===== config.mk =====
export PLATFORM = sky130hd
export DESIGN_NAME = tilt_to_position_tracker_top
export DESIGN_NICKNAME = d
export VERILOG_FILES = /design/src/rtl/core/ttp_pkg.sv /design/src/rtl/core/tilt_to_position_tracker_top.sv /design/src/rtl/core/ttp_cordic.sv
export SDC_FILE = /design/constraint.sdc
export NUM_CORES = 2
export LEC_CHECK = 0
export BUFFER_PORTS_ARGS = -buffer_cell sky130_fd_sc_hd__buf_2
export CORE_MARGIN = 2
export CORE_UTILIZATION = 50
export CTS_CLUSTER_DIAMETER = 50
export DETAILED_ROUTE_END_ITERATION = 8
export HOLD_SLACK_MARGIN = 0.12
export PLACE_DENSITY = 0.66
export SLEW_MARGIN = 10
export SYNTH_ARGS = -nofsm -noshare
export SYNTH_HDL_FRONTEND = slang
export SYNTH_SLANG_ARGS = --single-unit

===== constraint.sdc =====
create_clock -name clk -period 10.05 [get_ports clk]
set_input_delay 1.5075 -clock clk [delete_from_list [all_inputs] [get_ports clk]]
set_output_delay 1.5075 -clock clk [all_outputs]
set_load 0.1 [all_outputs]

===== src/rtl/core/ttp_pkg.sv =====
// shared widths, constants, register codes and the cordic angle table for the tilt tracker
package ttp_pkg;

  localparam int RING_DEPTH  = 5;
  localparam int SAMPLE_BITS = 16;
  localparam int SLOT_W      = (RING_DEPTH > 1) ? $clog2(RING_DEPTH) : 1;
  localparam int SUM_W       = SAMPLE_BITS + $clog2(RING_DEPTH) + 1;
  localparam int SQ_W        = 2 * SUM_W;

  localparam int POS_W   = 10;
  localparam int PITCH_W = 16;
  localparam int ANG_W   = 17;
  localparam int INC_W   = 16;
  localparam int MAG_W   = 15;

  localparam int ADDR_W = 3;
  localparam int DATA_W = 32;

  localparam logic REG_LEFT_LIMIT  = 1'b0;
  localparam logic REG_RIGHT_LIMIT = 1'b1;

  localparam int OP_W          = 32;
  localparam int CX_W          = 34;
  localparam int ACC_W         = 27;
  localparam int CORDIC_STEPS  = 23;
  localparam int STEP_W        = 5;
  localparam int TAB_W         = 22;

  localparam int PITCH_MAX      = 23040;
  localparam int ROLL_MAX       = 46080;
  localparam int HALF_TURN_FINE = 180 * 65536;

  localparam int S_W        = 60;
  localparam int ROOT_W     = S_W / 2;
  localparam int REM_W      = ROOT_W + 4;
  localparam int NORM_LIMIT = 40;
  localparam int K_W        = 6;
  localparam int CNT_W      = 5;

  localparam longint INC_DIVISOR = 64'd458752000;
  localparam int     DIV_BITS    = 16;
  localparam int     NUM_W       = 46;

  typedef struct packed {
    logic signed [SAMPLE_BITS-1:0] x;
    logic signed [SAMPLE_BITS-1:0] y;
    logic signed [SAMPLE_BITS-1:0] z;
  } sample_t;

  // atan(2^-i) in units of 2^-16 degree
  function automatic logic [TAB_W-1:0] angle_step(input logic [STEP_W-1:0] i);
    logic [TAB_W-1:0] v;
    case (i)
      5'd0:  v = 22'd2949120;
      5'd1:  v = 22'd1740967;
      5'd2:  v = 22'd919879;
      5'd3:  v = 22'd466945;
      5'd4:  v = 22'd234379;
      5'd5:  v = 22'd117304;
      5'd6:  v = 22'd58666;
      5'd7:  v = 22'd29335;
      5'd8:  v = 22'd14668;
      5'd9:  v = 22'd7334;
      5'd10: v = 22'd3667;
      5'd11: v = 22'd1833;
      5'd12: v = 22'd917;
      5'd13: v = 22'd458;
      5'd14: v = 22'd229;
      5'd15: v = 22'd115;
      5'd16: v = 22'd57;
      5'd17: v = 22'd29;
      5'd18: v = 22'd14;
      5'd19: v = 22'd7;
      5'd20: v = 22'd4;
      5'd21: v = 22'd2;
      5'd22: v = 22'd1;
      default: v = '0;
    endcase
    return v;
  endfunction

endpackage


===== src/rtl/core/tilt_to_position_tracker_top.sv =====
// tilt tracker top: sample ring, running sums, square root, cube and position update
//
//  channel | handshake             | payload
//  in      | in_valid / in_ready   | in_accel_x, in_accel_y, in_accel_z
//  out     | out_valid / out_ready | out_position, out_pitch_angle, out_roll_angle,
//          |                       | out_step_increment
//  config  | psel, penable, pwrite | paddr, pwdata, prdata, pready (always high)
//
// one item at a time: 12 to 40 normalize steps and 30 two-bit square root steps,
// then the shared cordic (scaling steps and 23 rotations) and a 16-step restoring
// divide for the increment.
// the roll cordic runs alongside the square root pass.
// rst_n is synchronous; the ring, sums, position and limits come out of reset cleared
// (right limit at its top value). a result waiting on out_ready does not stop the next
// item from being taken; only the final load waits for the output register to free up.
module tilt_to_position_tracker_top (
  input  logic                                   clk,
  input  logic                                   rst_n,
  input  logic                                   in_valid,
  output logic                                   in_ready,
  input  logic signed [ttp_pkg::SAMPLE_BITS-1:0] in_accel_x,
  input  logic signed [ttp_pkg::SAMPLE_BITS-1:0] in_accel_y,
  input  logic signed [ttp_pkg::SAMPLE_BITS-1:0] in_accel_z,
  output logic                                   out_valid,
  input  logic                                   out_ready,
  output logic [ttp_pkg::POS_W-1:0]              out_position,
  output logic signed [ttp_pkg::PITCH_W-1:0]     out_pitch_angle,
  output logic signed [ttp_pkg::ANG_W-1:0]       out_roll_angle,
  output logic signed [ttp_pkg::INC_W-1:0]       out_step_increment,
  input  logic                                   psel,
  input  logic                                   penable,
  input  logic                                   pwrite,
  input  logic [ttp_pkg::ADDR_W-1:0]             paddr,
  input  logic [ttp_pkg::DATA_W-1:0]             pwdata,
  output logic [ttp_pkg::DATA_W-1:0]             prdata,
  output logic                                   pready
);
  import ttp_pkg::*;

  localparam logic [3:0] S_IDLE  = 4'd0;
  localparam logic [3:0] S_SQY   = 4'd1;
  localparam logic [3:0] S_SQZ   = 4'd2;
  localparam logic [3:0] S_SUM   = 4'd3;
  localparam logic [3:0] S_NORM  = 4'd4;
  localparam logic [3:0] S_SQRT  = 4'd5;
  localparam logic [3:0] S_PITCH = 4'd6;
  localparam logic [3:0] S_PWAIT = 4'd7;
  localparam logic [3:0] S_CUBE1 = 4'd8;
  localparam logic [3:0] S_CUBE2 = 4'd9;
  localparam logic [3:0] S_BIAS  = 4'd10;
  localparam logic [3:0] S_DIV   = 4'd11;
  localparam logic [3:0] S_OUT   = 4'd12;

  localparam logic [S_W-1:0]          S_BOUND   = S_W'(64'd1 << 58);
  localparam logic signed [OP_W-1:0]  X_BOUND   = OP_W'(1 << 29);
  localparam logic [NUM_W-1:0]        HALF_DIV  = NUM_W'(INC_DIVISOR / 2);
  localparam logic [NUM_W-1:0]        DIV_TOP   = NUM_W'(INC_DIVISOR << (DIV_BITS - 1));
  localparam logic signed [ANG_W-1:0] PITCH_LIM = ANG_W'(PITCH_MAX);

  logic [3:0]                state_r, state_nxt;
  sample_t                   ring_r [RING_DEPTH];
  sample_t                   old_s;
  logic [SLOT_W-1:0]         slot_r, slot_nxt;
  logic signed [SUM_W-1:0]   sum_x_r, sum_x_nxt, sum_y_r, sum_y_nxt, sum_z_r, sum_z_nxt;
  logic [POS_W-1:0]          left_r, right_r, pos_r, pos_nxt;
  logic                      out_valid_r, out_valid_nxt, load;
  logic                      cfg_wr;

  logic [SQ_W-1:0]           sq_r, sq_nxt;
  logic [S_W-1:0]            s_r, s_nxt;
  logic signed [OP_W-1:0]    xq_r, xq_nxt;
  logic [K_W-1:0]            k_r, k_nxt;
  logic [REM_W-1:0]          rem_r, rem_nxt, rem_t, trial;
  logic [ROOT_W-1:0]         root_r, root_nxt;
  logic [CNT_W-1:0]          cnt_r, cnt_nxt;
  logic signed [ANG_W-1:0]   roll_r, roll_nxt;
  logic signed [PITCH_W-1:0] pitch_r, pitch_nxt;
  logic [NUM_W-1:0]          prod_r, prod_nxt, dv_r, dv_nxt;
  logic [DIV_BITS-1:0]       q_r, q_nxt;

  logic signed [SUM_W-1:0]   mul_sel;
  logic [SUM_W-1:0]          mul_mag;
  logic [SQ_W-1:0]           mul_out;
  logic [MAG_W-1:0]          pmag;
  logic signed [INC_W-1:0]   inc;
  logic signed [POS_W+1:0]   pos_sum;

  logic                      cd_start, cd_busy;
  logic signed [OP_W-1:0]    cd_x, cd_y;
  logic signed [ANG_W-1:0]   cd_angle;

  logic [POS_W-1:0]          o_pos_r;
  logic signed [PITCH_W-1:0] o_pitch_r;
  logic signed [ANG_W-1:0]   o_roll_r;
  logic signed [INC_W-1:0]   o_inc_r;

  ttp_cordic u_cordic (
    .clk   (clk),
    .rst_n (rst_n),
    .start (cd_start),
    .x_in  (cd_x),
    .y_in  (cd_y),
    .busy  (cd_busy),
    .angle (cd_angle)
  );

  assign in_ready = (state_r == S_IDLE);
  assign old_s    = ring_r[slot_r];
  assign cfg_wr   = psel & penable & pwrite & pready;
  assign pready   = 1'b1;

  // squares share one multiplier on the magnitude of the sum
  assign mul_sel = (state_r == S_SQY) ? sum_y_r : sum_z_r;
  assign mul_mag = mul_sel[SUM_W-1] ? SUM_W'(-mul_sel) : SUM_W'(mul_sel);
  assign mul_out = SQ_W'(mul_mag) * SQ_W'(mul_mag);

  assign pmag = pitch_r[PITCH_W-1] ? MAG_W'(-pitch_r) : MAG_W'(pitch_r);

  assign cd_start = (state_r == S_SQY) || (state_r == S_PITCH && !cd_busy);
  assign cd_x = (state_r == S_SQY) ? OP_W'(sum_z_r) : OP_W'(signed'({2'b00, root_r}));
  assign cd_y = (state_r == S_SQY) ? OP_W'(sum_y_r) : xq_r;

  assign rem_t = {rem_r[REM_W-3:0], s_r[S_W-1:S_W-2]};
  assign trial = REM_W'({root_r, 2'b01});

  assign inc     = pitch_r[PITCH_W-1] ? -INC_W'(q_r) : INC_W'(q_r);
  assign pos_sum = signed'({2'b00, pos_r}) + (POS_W+2)'(inc >>> 8);

  always_comb begin
    prdata = '0;
    unique case (paddr[2])
      REG_LEFT_LIMIT:  prdata = DATA_W'(left_r);
      REG_RIGHT_LIMIT: prdata = DATA_W'(right_r);
      default:         prdata = '0;
    endcase
  end

  always_comb begin
    state_nxt = state_r;
    slot_nxt  = slot_r;
    sum_x_nxt = sum_x_r;
    sum_y_nxt = sum_y_r;
    sum_z_nxt = sum_z_r;
    sq_nxt    = sq_r;
    s_nxt     = s_r;
    xq_nxt    = xq_r;
    k_nxt     = k_r;
    rem_nxt   = rem_r;
    root_nxt  = root_r;
    cnt_nxt   = cnt_r;
    roll_nxt  = roll_r;
    pitch_nxt = pitch_r;
    prod_nxt  = prod_r;
    dv_nxt    = dv_r;
    q_nxt     = q_r;
    pos_nxt   = pos_r;
    load      = 1'b0;
    unique case (state_r)
      S_IDLE: begin
        if (in_valid) begin
          // running sums: add the new item, drop the one it overwrites
          sum_x_nxt = sum_x_r + SUM_W'(in_accel_x) - SUM_W'(old_s.x);
          sum_y_nxt = sum_y_r + SUM_W'(in_accel_y) - SUM_W'(old_s.y);
          sum_z_nxt = sum_z_r + SUM_W'(in_accel_z) - SUM_W'(old_s.z);
          slot_nxt  = (slot_r == SLOT_W'(RING_DEPTH - 1)) ? '0 : slot_r + 1'b1;
          state_nxt = S_SQY;
        end
      end
      S_SQY: begin
        sq_nxt    = mul_out;
        state_nxt = S_SQZ;
      end
      S_SQZ: begin
        s_nxt     = S_W'(mul_out);
        state_nxt = S_SUM;
      end
      S_SUM: begin
        s_nxt     = s_r + S_W'(sq_r);
        xq_nxt    = -OP_W'(sum_x_r);
        k_nxt     = '0;
        state_nxt = S_NORM;
      end
      S_NORM: begin
        if (k_r < K_W'(NORM_LIMIT) && s_r < S_BOUND && xq_r < X_BOUND && xq_r > -X_BOUND) begin
          s_nxt  = s_r << 2;
          xq_nxt = xq_r <<< 1;
          k_nxt  = k_r + 1'b1;
        end else begin
          rem_nxt   = '0;
          root_nxt  = '0;
          cnt_nxt   = '0;
          state_nxt = S_SQRT;
        end
      end
      S_SQRT: begin
        // two radicand bits per cycle, one root bit out
        if (rem_t >= trial) begin
          rem_nxt  = rem_t - trial;
          root_nxt = {root_r[ROOT_W-2:0], 1'b1};
        end else begin
          rem_nxt  = rem_t;
          root_nxt = {root_r[ROOT_W-2:0], 1'b0};
        end
        s_nxt = s_r << 2;
        if (cnt_r == CNT_W'(ROOT_W - 1)) begin
          state_nxt = S_PITCH;
        end else begin
          cnt_nxt = cnt_r + 1'b1;
        end
      end
      S_PITCH: begin
        if (!cd_busy) begin
          roll_nxt  = cd_angle;
          state_nxt = S_PWAIT;
        end
      end
      S_PWAIT: begin
        if (!cd_busy) begin
          if (cd_angle > PITCH_LIM) begin
            pitch_nxt = PITCH_W'(PITCH_MAX);
          end else if (cd_angle < -PITCH_LIM) begin
            pitch_nxt = -PITCH_W'(PITCH_MAX);
          end else begin
            pitch_nxt = PITCH_W'(cd_angle);
          end
          state_nxt = S_CUBE1;
        end
      end
      S_CUBE1: begin
        prod_nxt  = NUM_W'((2*MAG_W)'(pmag) * (2*MAG_W)'(pmag));
        state_nxt = S_CUBE2;
      end
      S_CUBE2: begin
        prod_nxt  = NUM_W'(prod_r[2*MAG_W-1:0]) * NUM_W'(pmag);
        state_nxt = S_BIAS;
      end
      S_BIAS: begin
        // round half away from zero on the magnitude
        prod_nxt  = prod_r + HALF_DIV;
        dv_nxt    = DIV_TOP;
        q_nxt     = '0;
        cnt_nxt   = '0;
        state_nxt = S_DIV;
      end
      S_DIV: begin
        if (prod_r >= dv_r) begin
          prod_nxt = prod_r - dv_r;
          q_nxt    = {q_r[DIV_BITS-2:0], 1'b1};
        end else begin
          q_nxt    = {q_r[DIV_BITS-2:0], 1'b0};
        end
        dv_nxt = dv_r >> 1;
        if (cnt_r == CNT_W'(DIV_BITS - 1)) begin
          state_nxt = S_OUT;
        end else begin
          cnt_nxt = cnt_r + 1'b1;
        end
      end
      S_OUT: begin
        if (!out_valid_r || out_ready) begin
          load = 1'b1;
          // right bound first, so crossed limits settle on the left one
          if (pos_sum > signed'({2'b00, right_r})) begin
            pos_nxt = right_r;
          end else begin
            pos_nxt = POS_W'(pos_sum);
          end
          if (pos_sum > signed'({2'b00, right_r})
              ? (right_r < left_r)
              : (pos_sum < signed'({2'b00, left_r}))) begin
            pos_nxt = left_r;
          end
          state_nxt = S_IDLE;
        end
      end
      default: state_nxt = S_IDLE;
    endcase
  end

  assign out_valid_nxt = (out_valid_r && !out_ready) || load;

  always_ff @(posedge clk) begin
    if (!rst_n) begin
      state_r     <= S_IDLE;
      slot_r      <= '0;
      sum_x_r     <= '0;
      sum_y_r     <= '0;
      sum_z_r     <= '0;
      pos_r       <= '0;
      left_r      <= '0;
      right_r     <= '1;
      out_valid_r <= 1'b0;
      for (int i = 0; i < RING_DEPTH; i++) begin
        ring_r[i] <= '0;
      end
    end else begin
      state_r     <= state_nxt;
      slot_r      <= slot_nxt;
      sum_x_r     <= sum_x_nxt;
      sum_y_r     <= sum_y_nxt;
      sum_z_r     <= sum_z_nxt;
      pos_r       <= pos_nxt;
      out_valid_r <= out_valid_nxt;
      if (in_valid && in_ready) begin
        ring_r[slot_r] <= '{x: in_accel_x, y: in_accel_y, z: in_accel_z};
      end
      if (cfg_wr) begin
        if (paddr[2] == REG_LEFT_LIMIT) begin
          left_r <= pwdata[POS_W-1:0];
        end else begin
          right_r <= pwdata[POS_W-1:0];
        end
      end
    end
  end

  always_ff @(posedge clk) begin
    sq_r    <= sq_nxt;
    s_r     <= s_nxt;
    xq_r    <= xq_nxt;
    k_r     <= k_nxt;
    rem_r   <= rem_nxt;
    root_r  <= root_nxt;
    cnt_r   <= cnt_nxt;
    roll_r  <= roll_nxt;
    pitch_r <= pitch_nxt;
    prod_r  <= prod_nxt;
    dv_r    <= dv_nxt;
    q_r     <= q_nxt;
    if (load) begin
      o_pos_r   <= pos_nxt;
      o_pitch_r <= pitch_r;
      o_roll_r  <= roll_r;
      o_inc_r   <= inc;
    end
  end

  assign out_valid          = out_valid_r;
  assign out_position       = o_pos_r;
  assign out_pitch_angle    = o_pitch_r;
  assign out_roll_angle     = o_roll_r;
  assign out_step_increment = o_inc_r;

endmodule


===== src/rtl/core/ttp_cordic.sv =====
// iterative vectoring cordic: atan2(y, x) in q8.8 degrees, one rotation per cycle
module ttp_cordic (
  input  logic                             clk,
  input  logic                             rst_n,
  input  logic                             start,
  input  logic signed [ttp_pkg::OP_W-1:0]  x_in,
  input  logic signed [ttp_pkg::OP_W-1:0]  y_in,
  output logic                             busy,
  output logic signed [ttp_pkg::ANG_W-1:0] angle
);
  import ttp_pkg::*;

  localparam logic [1:0] C_IDLE = 2'd0;
  localparam logic [1:0] C_NORM = 2'd1;
  localparam logic [1:0] C_ITER = 2'd2;
  localparam logic [1:0] C_FIN  = 2'd3;

  localparam logic signed [CX_W-1:0]  NORM_BOUND = CX_W'(1 << 29);
  localparam logic signed [ACC_W-1:0] HALF_TURN  = ACC_W'(HALF_TURN_FINE);
  localparam logic signed [ACC_W-1:0] ROLL_LIM   = ACC_W'(ROLL_MAX);
  localparam logic signed [ANG_W-1:0] ROLL_ANG   = ANG_W'(ROLL_MAX);
  localparam logic signed [ANG_W-1:0] PITCH_ANG  = ANG_W'(PITCH_MAX);

  logic [1:0]               state_r, state_nxt;
  logic signed [CX_W-1:0]   x_r, x_nxt, y_r, y_nxt;
  logic signed [ACC_W-1:0]  acc_r, acc_nxt;
  logic [STEP_W-1:0]        step_r, step_nxt;
  logic signed [ANG_W-1:0]  angle_r, angle_nxt;
  logic signed [CX_W-1:0]   dx, dy;
  logic signed [ACC_W-1:0]  tab, rnd;

  always_comb begin
    state_nxt = state_r;
    x_nxt     = x_r;
    y_nxt     = y_r;
    acc_nxt   = acc_r;
    step_nxt  = step_r;
    angle_nxt = angle_r;
    dx        = y_r >>> step_r;
    dy        = x_r >>> step_r;
    tab       = ACC_W'(signed'({1'b0, angle_step(step_r)}));
    rnd       = (acc_r + ACC_W'(128)) >>> 8;
    unique case (state_r)
      C_IDLE: begin
        if (start) begin
          if (y_in == 0) begin
            angle_nxt = (x_in < 0) ? ROLL_ANG : '0;
          end else if (x_in == 0) begin
            angle_nxt = (y_in > 0) ? PITCH_ANG : -PITCH_ANG;
          end else begin
            state_nxt = C_NORM;
            if (x_in < 0) begin
              // reflect into the right half plane, add back a half turn at the end
              x_nxt   = -CX_W'(x_in);
              y_nxt   = -CX_W'(y_in);
              acc_nxt = (y_in >= 0) ? HALF_TURN : -HALF_TURN;
            end else begin
              x_nxt   = CX_W'(x_in);
              y_nxt   = CX_W'(y_in);
              acc_nxt = '0;
            end
          end
        end
      end
      C_NORM: begin
        if (x_r < NORM_BOUND && y_r < NORM_BOUND && y_r > -NORM_BOUND) begin
          x_nxt = x_r <<< 1;
          y_nxt = y_r <<< 1;
        end else begin
          state_nxt = C_ITER;
          step_nxt  = '0;
        end
      end
      C_ITER: begin
        if (y_r > 0) begin
          x_nxt   = x_r + dx;
          y_nxt   = y_r - dy;
          acc_nxt = acc_r + tab;
        end else begin
          x_nxt   = x_r - dx;
          y_nxt   = y_r + dy;
          acc_nxt = acc_r - tab;
        end
        if (step_r == STEP_W'(CORDIC_STEPS - 1)) begin
          state_nxt = C_FIN;
        end else begin
          step_nxt = step_r + 1'b1;
        end
      end
      C_FIN: begin
        if (rnd > ROLL_LIM) begin
          angle_nxt = ROLL_ANG;
        end else if (rnd < -ROLL_LIM) begin
          angle_nxt = -ROLL_ANG;
        end else begin
          angle_nxt = ANG_W'(rnd);
        end
        state_nxt = C_IDLE;
      end
      default: state_nxt = C_IDLE;
    endcase
  end

  always_ff @(posedge clk) begin
    if (!rst_n) begin
      state_r <= C_IDLE;
      angle_r <= '0;
    end else begin
      state_r <= state_nxt;
      angle_r <= angle_nxt;
    end
  end

  always_ff @(posedge clk) begin
    x_r    <= x_nxt;
    y_r    <= y_nxt;
    acc_r  <= acc_nxt;
    step_r <= step_nxt;
  end

  assign busy  = (state_r != C_IDLE);
  assign angle = angle_r;

endmodule


Word level (Yosys, flattened, before mapping)
Memory sizes are Yosys's and may differ from the RTL's. A register that Yosys moved wholly into a read port is not among the register bits.
Cells that the tools add are included.
{ "word_totals": {"n_memories": 2, "reg_bits": 622, "rom_bits": 704, "in_bits": 90, "elab_cells": 269, "output_inout_bits": 94, "mem_bits_rw": 240} }
{ "op_classes": {"n_eq_ne": 38, "reduce_logical": 47, "n_lt_le_gt_ge": 20, "addsub": 28, "muxes": 93, "shift": 2, "bitwise_logic": 4, "multipliers": 3} }
{ "mem_list": {"columns": ["memory", "depth", "word_bits", "read_ports", "rd_clocked_by_memory_dff", "wr", "line_no", "rtl"], "rows": [
  ["(name not given)", 32, 22, 1, 1, 0, "ttp_pkg.sv:53", "case (i)"],
  ["ring_r", 5, 48, 1, 1, 5, "tilt_to_position_tracker_top.sv:61", "sample_t ring_r [RING_DEPTH];"]
]} }
{ "op_table": {"columns": ["operator", "n"], "rows": [
  ["$mux W34", 12],
  ["$pmux W60 S4", 1],
  ["$pmux W34 S3", 2],
  ["$pmux W32 S2", 3],
  ["$pmux W46 S4", 1],
  ["$mux W27", 6],
  ["$mux W32", 5],
  ["$mux W17", 6],
  ["$pmux W46 S2", 1],
  ["$add A34 B34 Y34", 2],
  ["$lt A34 B31 Y1 const B", 2],
  ["$neg A32 Y34", 2],
  ["$sshr A34 B5 Y34", 2],
  ["$sub A34 B34 Y34", 2],
  ["$logic_not A32 Y1", 2],
  ["$add A20 B16 Y20", 3],
  ["$add A60 B40 Y60", 1],
  ["$lt A60 B59 Y1 const B", 1],
  ["$mux W60", 1],
  ["$pmux W30 S2", 1],
  ["$sub A20 B16 Y20", 3],
  ["$pmux W27 S2", 1],
  ["$pmux W4 S13", 1],
  ["$mux W16", 3],
  ["other kinds (81)", 171]
]} }

Longest topological paths before layout
{ "logic_depth": {"ltp_word": 9, "depth_mapped": 43, "mapped_depth_nobuf": 38} }

Modules after synthesis
A second synthesis with hierarchy kept.
{ "hier_totals": {"cells_unflattened": 10435, "hier_area_um2": 101085.7} }
{ "by_module_without_submodules": {"columns": ["module", "instances", "area_each_um2", "cells_per_inst", "seq_area_each_um2"], "rows": [
  ["tilt_to_position_tracker_top", 1, 81391.8, 8076, 25624.6],
  ["ttp_cordic", 1, 19693.9, 2359, 3823.7]
]} }

Worst setup path before layout
Ideal clock, no wire load.
{ "synth_path": {"kind": "register to register", "from": "register state_r[3]", "to": "register sq_r[37] (data pin)", "n_path_buf": 5, "setup_time_ps": 265, "path_slack_ps": 438, "arrival_ps": 9347, "required_ps": 9785, "period_less_slack_ps": 9612, "path_stages_with_launch": 41, "path_cell_list": "dfxtp_1 or4b_1 buf_2 nand2_1 and2_0 clkbuf_1 clkbuf_1 ha_1 inv_1 nor2_1 nand3_1 nor3_1 a21oi_1 xor2_1 inv_1 clkbuf_1 nand2_1 fa_1 [5 not listed] fa_1 fa_1 fa_1 ha_1 ha_1 clkbuf_1 a21o_1 a21oi_1 o21bai_1 a21o_1 a21o_1 a21o_1 a211o_1 a31o_2 nor3b_1 or3_1 a31oi_1 xnor2_1"} }
{ "synth_via": {"elab_chain_cells": 5} }
{ "synth_lines": {"columns": ["item", "line_no", "rtl"], "rows": [
  ["start, declared", "tilt_to_position_tracker_top.sv:60", "logic [3:0] state_r, state_nxt;"],
  ["start signal, assigned", "tilt_to_position_tracker_top.sv:297", "state_r <= state_nxt;"],
  ["$eq A4 B1 Y1 (*)", "tilt_to_position_tracker_top.sv:113", "assign mul_sel = (state_r == S_SQY) ? sum_y_r : sum_z_r;"],
  ["$mux W20 (*)", "tilt_to_position_tracker_top.sv:113", null],
  ["$neg A20 Y20", "tilt_to_position_tracker_top.sv:114", "assign mul_mag = mul_sel[SUM_W-1] ? SUM_W'(-mul_sel) : SUM_W'(mul_sel);"],
  ["$mux W20 (*)", "tilt_to_position_tracker_top.sv:114", null],
  ["$mul A20 B20 Y40 (*)", "tilt_to_position_tracker_top.sv:115", "assign mul_out = SQ_W'(mul_mag) * SQ_W'(mul_mag);"],
  ["named net mul_out[37]", "tilt_to_position_tracker_top.sv:83", "logic [SQ_W-1:0] mul_out;"],
  ["end signal, assigned", "tilt_to_position_tracker_top.sv:318", "sq_r <= sq_nxt;"],
  ["end, declared", "tilt_to_position_tracker_top.sv:69", "logic [SQ_W-1:0] sq_r, sq_nxt;"]
]} }
The timed path passes the listed nets; every way through them passes the cells marked *.
A chain may end at the register's enable or synchronous reset.

Final worst setup path
Ends and elaborated chain as after synthesis.

==> summary by stage <==
CTS
Counting the buffers created by CTS gives roughly 140. The clock passes through at most 3 buffers. At the later pin of the worst-skew pair, clock insertion delay measures between 0.8 and 0.9 ns. The clock net in this run drives a total of between 1000 and 1500 sinks. The CTS H-tree depth is 4. TritonCTS built the clock tree.

The post-CTS clock slew at the launch and capture registers of the worst setup and hold paths is 0.06 ns. The cell sitting at the root of the clock tree is a sky130_fd_sc_hd__clkbuf_16.

Cells and area
Compared with the post-synthesis result, the final layout area differs by 8.637%. The final-stage net count is 11845. Of the cells placed in the final design, the portion with a size suffix greater than 1 is 0.09298.

The final standard cell area without fillers is 108400 um^2.

Placed design
The wire-length estimate of the detail-placed layout is 205600 um. Summing all placed instances gives a cell area of 103300 um^2. In this run the tool buffered the top-level ports with roughly 140 buffer cells.

The global placer's final weighted congestion is roughly 0.97. The minimum setup slack after placement is 0.1279 ns.

Yosys
In the post-synthesis netlist, the cell with the most instances is sky130_fd_sc_hd__inv_1. The number of enable-type register cells in the synthesized netlist is between 800 and 900. After synthesis, the most frequently instantiated cells are sky130_fd_sc_hd__inv_1, sky130_fd_sc_hd__nand2_1, sky130_fd_sc_hd__edfxtp_1, sky130_fd_sc_hd__fa_1, sky130_fd_sc_hd__nor2_1. Of the post-synthesis cell area, the dominant cell type holds 0.2667. The post-synthesis sequential element count is 1028. The most common flop cell mapped by yosys is sky130_fd_sc_hd__edfxtp_1. In this run, distinct cell masters in the synthesized netlist total ~120.

The number of standard cells after synthesis is 10240. The sequential element share of the synthesized area is 0.2952. The mean area per synthesized cell is between 9 and 10 um^2.

The most area-hungry cell type in the Yosys netlist is sky130_fd_sc_hd__edfxtp_1. The proportion of register bits with asynchronous set or reset after synthesis is 0. In this run the cell area of the synthesized design comes to approximately 100000 um^2.

The yosys synthesis warning count is 0. By area the synthesized netlist is led by sky130_fd_sc_hd__edfxtp_1, sky130_fd_sc_hd__fa_1, sky130_fd_sc_hd__ha_1.

Timing
The worst hold slack across all endpoints is 0.4193 ns. Between clock sinks in the finished design, the worst skew comes to 0.1038 ns. The worst slew margin relative to its limit is 0.1410. Setup repair after global routing left no endpoint under its margin.

The worst-case setup margin in the final layout is between 0.3 and 0.4 ns. For this run, the top clock speed supported by timing is between 0.1 and 0.15 GHz. The final-report hold violation count is 0. The number of endpoints failing setup at the final stage is 0. The aggregate negative setup slack is 0 ns.

The final critical-path required period is a little under 10 ns. The number of pins with negative max-slew slack in the final report is 0. For the pin with the worst max-slew slack, the measured transition is 1.272 ns. The fraction of the cycle the final worst path needs is 0.9673.

Worst setup path
For the worst setup path, the data arrival time is 10.26 ns. On the critical path, the stage with the largest delay is an instance of sky130_fd_sc_hd__or4b_4. The start point of the critical path is state_r[3].

The highest net fanout along the worst path is 9. The startpoint of the worst register-to-register path is state_r[3]. By instance count, the cell type seen most on the critical path is sky130_fd_sc_hd__fa_1.

The critical path data required time is around 11 ns. STA classifies the critical path endpoint as a register. The largest single stage delay on the critical path is between 0.6 and 0.7 ns. The critical path is of the reg2reg type. STA classifies the critical path startpoint as a register.

Floorplan
The floorplan step defined a core boundary enclosing just under 200000 um^2. In this run the horizontal extent of the chip is about 450 um. In this run the vertical extent of the chip is 450.7 um. During I/O placement, the number of pins put on the boundary was around 180.

The initial utilization of the core area, before any placement, comes to 0.5043. The die covers 203100 um^2. The floorplan has ~160 rows.

Job
The tool flagged a number of max-cap violations equal to 0.

Route
The routed wire length is about 270000 um. The remaining design rule violation count is 0. In the routed layout, each cell is associated on average with a via count of ~5.9. In the final routed layout, each cell accounts on average for between 20 and 25 um. For this block, the initial DRC count from the detailed router was ~5700. The detailed-routing iteration count for the pre-antenna-repair pass is 8. The routed layout has approximately 77000 vias. The post-route antenna net violation count is 0.

Global route
For this run the aggregate overflow at the end of global routing stands at 0. The total global-route track usage is 0.2695. The number of global-route vias before repair was around 80000. The first global-routing pass estimated ~440000 um of wire. Entering global routing, the biggest net connects 75 pins. The number of antenna violations at the first check in global routing was 14.

Run status
The run finished with clean final reports.

Worst hold path
The worst hold path begins at roll_r[5]. In this run the worst hold path is classified as reg2reg.
## cells in the final DEF (no fill, tap or decap), drive strengths merged, types with 52 or more instances in the layout
cell type	Yosys	final
a211oi	67	67
a21o	228	228
a21oi	557	557
a22oi	52	52
a31oi	74	74
and2	283	283
and3	98	98
buf	107	305
clkbuf	383	166
dfxtp	142	142
edfxtp	886	886
fa	841	841
ha	682	682
inv	1296	1311
mux2	76	76
mux2i	121	121
mux4	183	183
nand2	1030	1030
nand2b	81	81
nand3	155	155
nor2	762	762
nor2b	93	93
nor3	185	185
nor4	135	135
o21ai	377	377
o21bai	59	59
xnor2	360	360
xor2	227	227
## stage by stage
| stage | utilization | std cells |
|---|---|---|
| 6_report | 0.5478 | 12987 |
| 3_3_place_gp | 0.5222 | 12723 |
| 3_5_place_dp | 0.5222 | 12723 |
| 4_1_cts | 0.5469 | 12976 |
| 5_1_grt | 0.5478 | 12986 |
| 2_1_floorplan | - | 10277 |
## worst max-delay path: cells and delay by family (launching register included)
family / cells / cell delay, ns
AO/OA/AOI/OAI: 9 / 1.74
XOR/XNOR: 2 / 0.36
adder cells (fa/ha/maj): 9 / 3.91
buffers and inverters: 7 / 0.86
flip-flops: 1 / 0.41
AND/OR/NAND/NOR: 9 / 2.22
## state kept, by name (all words and copies together) (netlist names), 20 cells and up, named ones only
register and count:
ring_r 384, s_r 60, prod_r 46, dv_r 44
sq_r 39, u_cordic.x_r 34, u_cordic.y_r 34, rem_r 32
xq_r 32, root_r 30, u_cordic.acc_r 27, u_cordic.tab 22
sum_x_r 20, sum_y_r 20, sum_z_r 20
## path summary, 6_finish.rpt
| check | endpoint | slack (ns) | cells past startpoint |
|---|---|---|---|
| worst max-delay path | sq_r[37] | 0.33 | 36 |
| worst min-delay path | out_roll_angle[5] | 0.42 | 0 |
| worst max register to register | sq_r[37] | 0.33 | 36 |
| worst min register to register | out_roll_angle[5] | 0.42 | 0 |
## what timing repair did
item | 4_1_cts | 5_1_grt
gates resized for setup | 0 | 25
endpoints found under the setup margin | 0 | 18
hold buffers | 0 | 0
setup buffers | 0 | 9
## area by class of cell
| type | count | area [um^2] |
|---|---|---|
| tap | 2640 | 3303 |
| sequential | 1028 | 29460 |
| fill | 17521 | 89450 |
| clock buffer | 166 | 3578 |
| antenna | 1 | 2.502 |
| timing repair buffer | 305 | 1969 |
| inverter | 1302 | 4898 |
| clock inverter | 87 | 1314 |
| multi-input combinational | 7458 | 63850 |
## logic make-up after synthesis
logic type / after synthesis / synth area share
fa+ha+maj: 1523 / 0.2543
mux: 380 / 0.06222
buf+inv: 1792 / 0.06961
compound gates: 1889 / 0.1232
simple gates: 3038 / 0.1437
xor+xnor: 588 / 0.05176
other cells: 2 / 0.00007528
flops: 1028 / 0.2952
## routing by layer
layer  part of all wire  GRT usage  routed length, um
met5            0.00030          0                 82
met1               0.42     0.3549             114300
met4              0.037    0.09819              10200
met2               0.48     0.4552             132400
met3              0.063    0.03510              17140
Power is left out: the tool's default activity adds up to more than one toggle a clock period on the data nets, which glitch-free logic cannot reach.
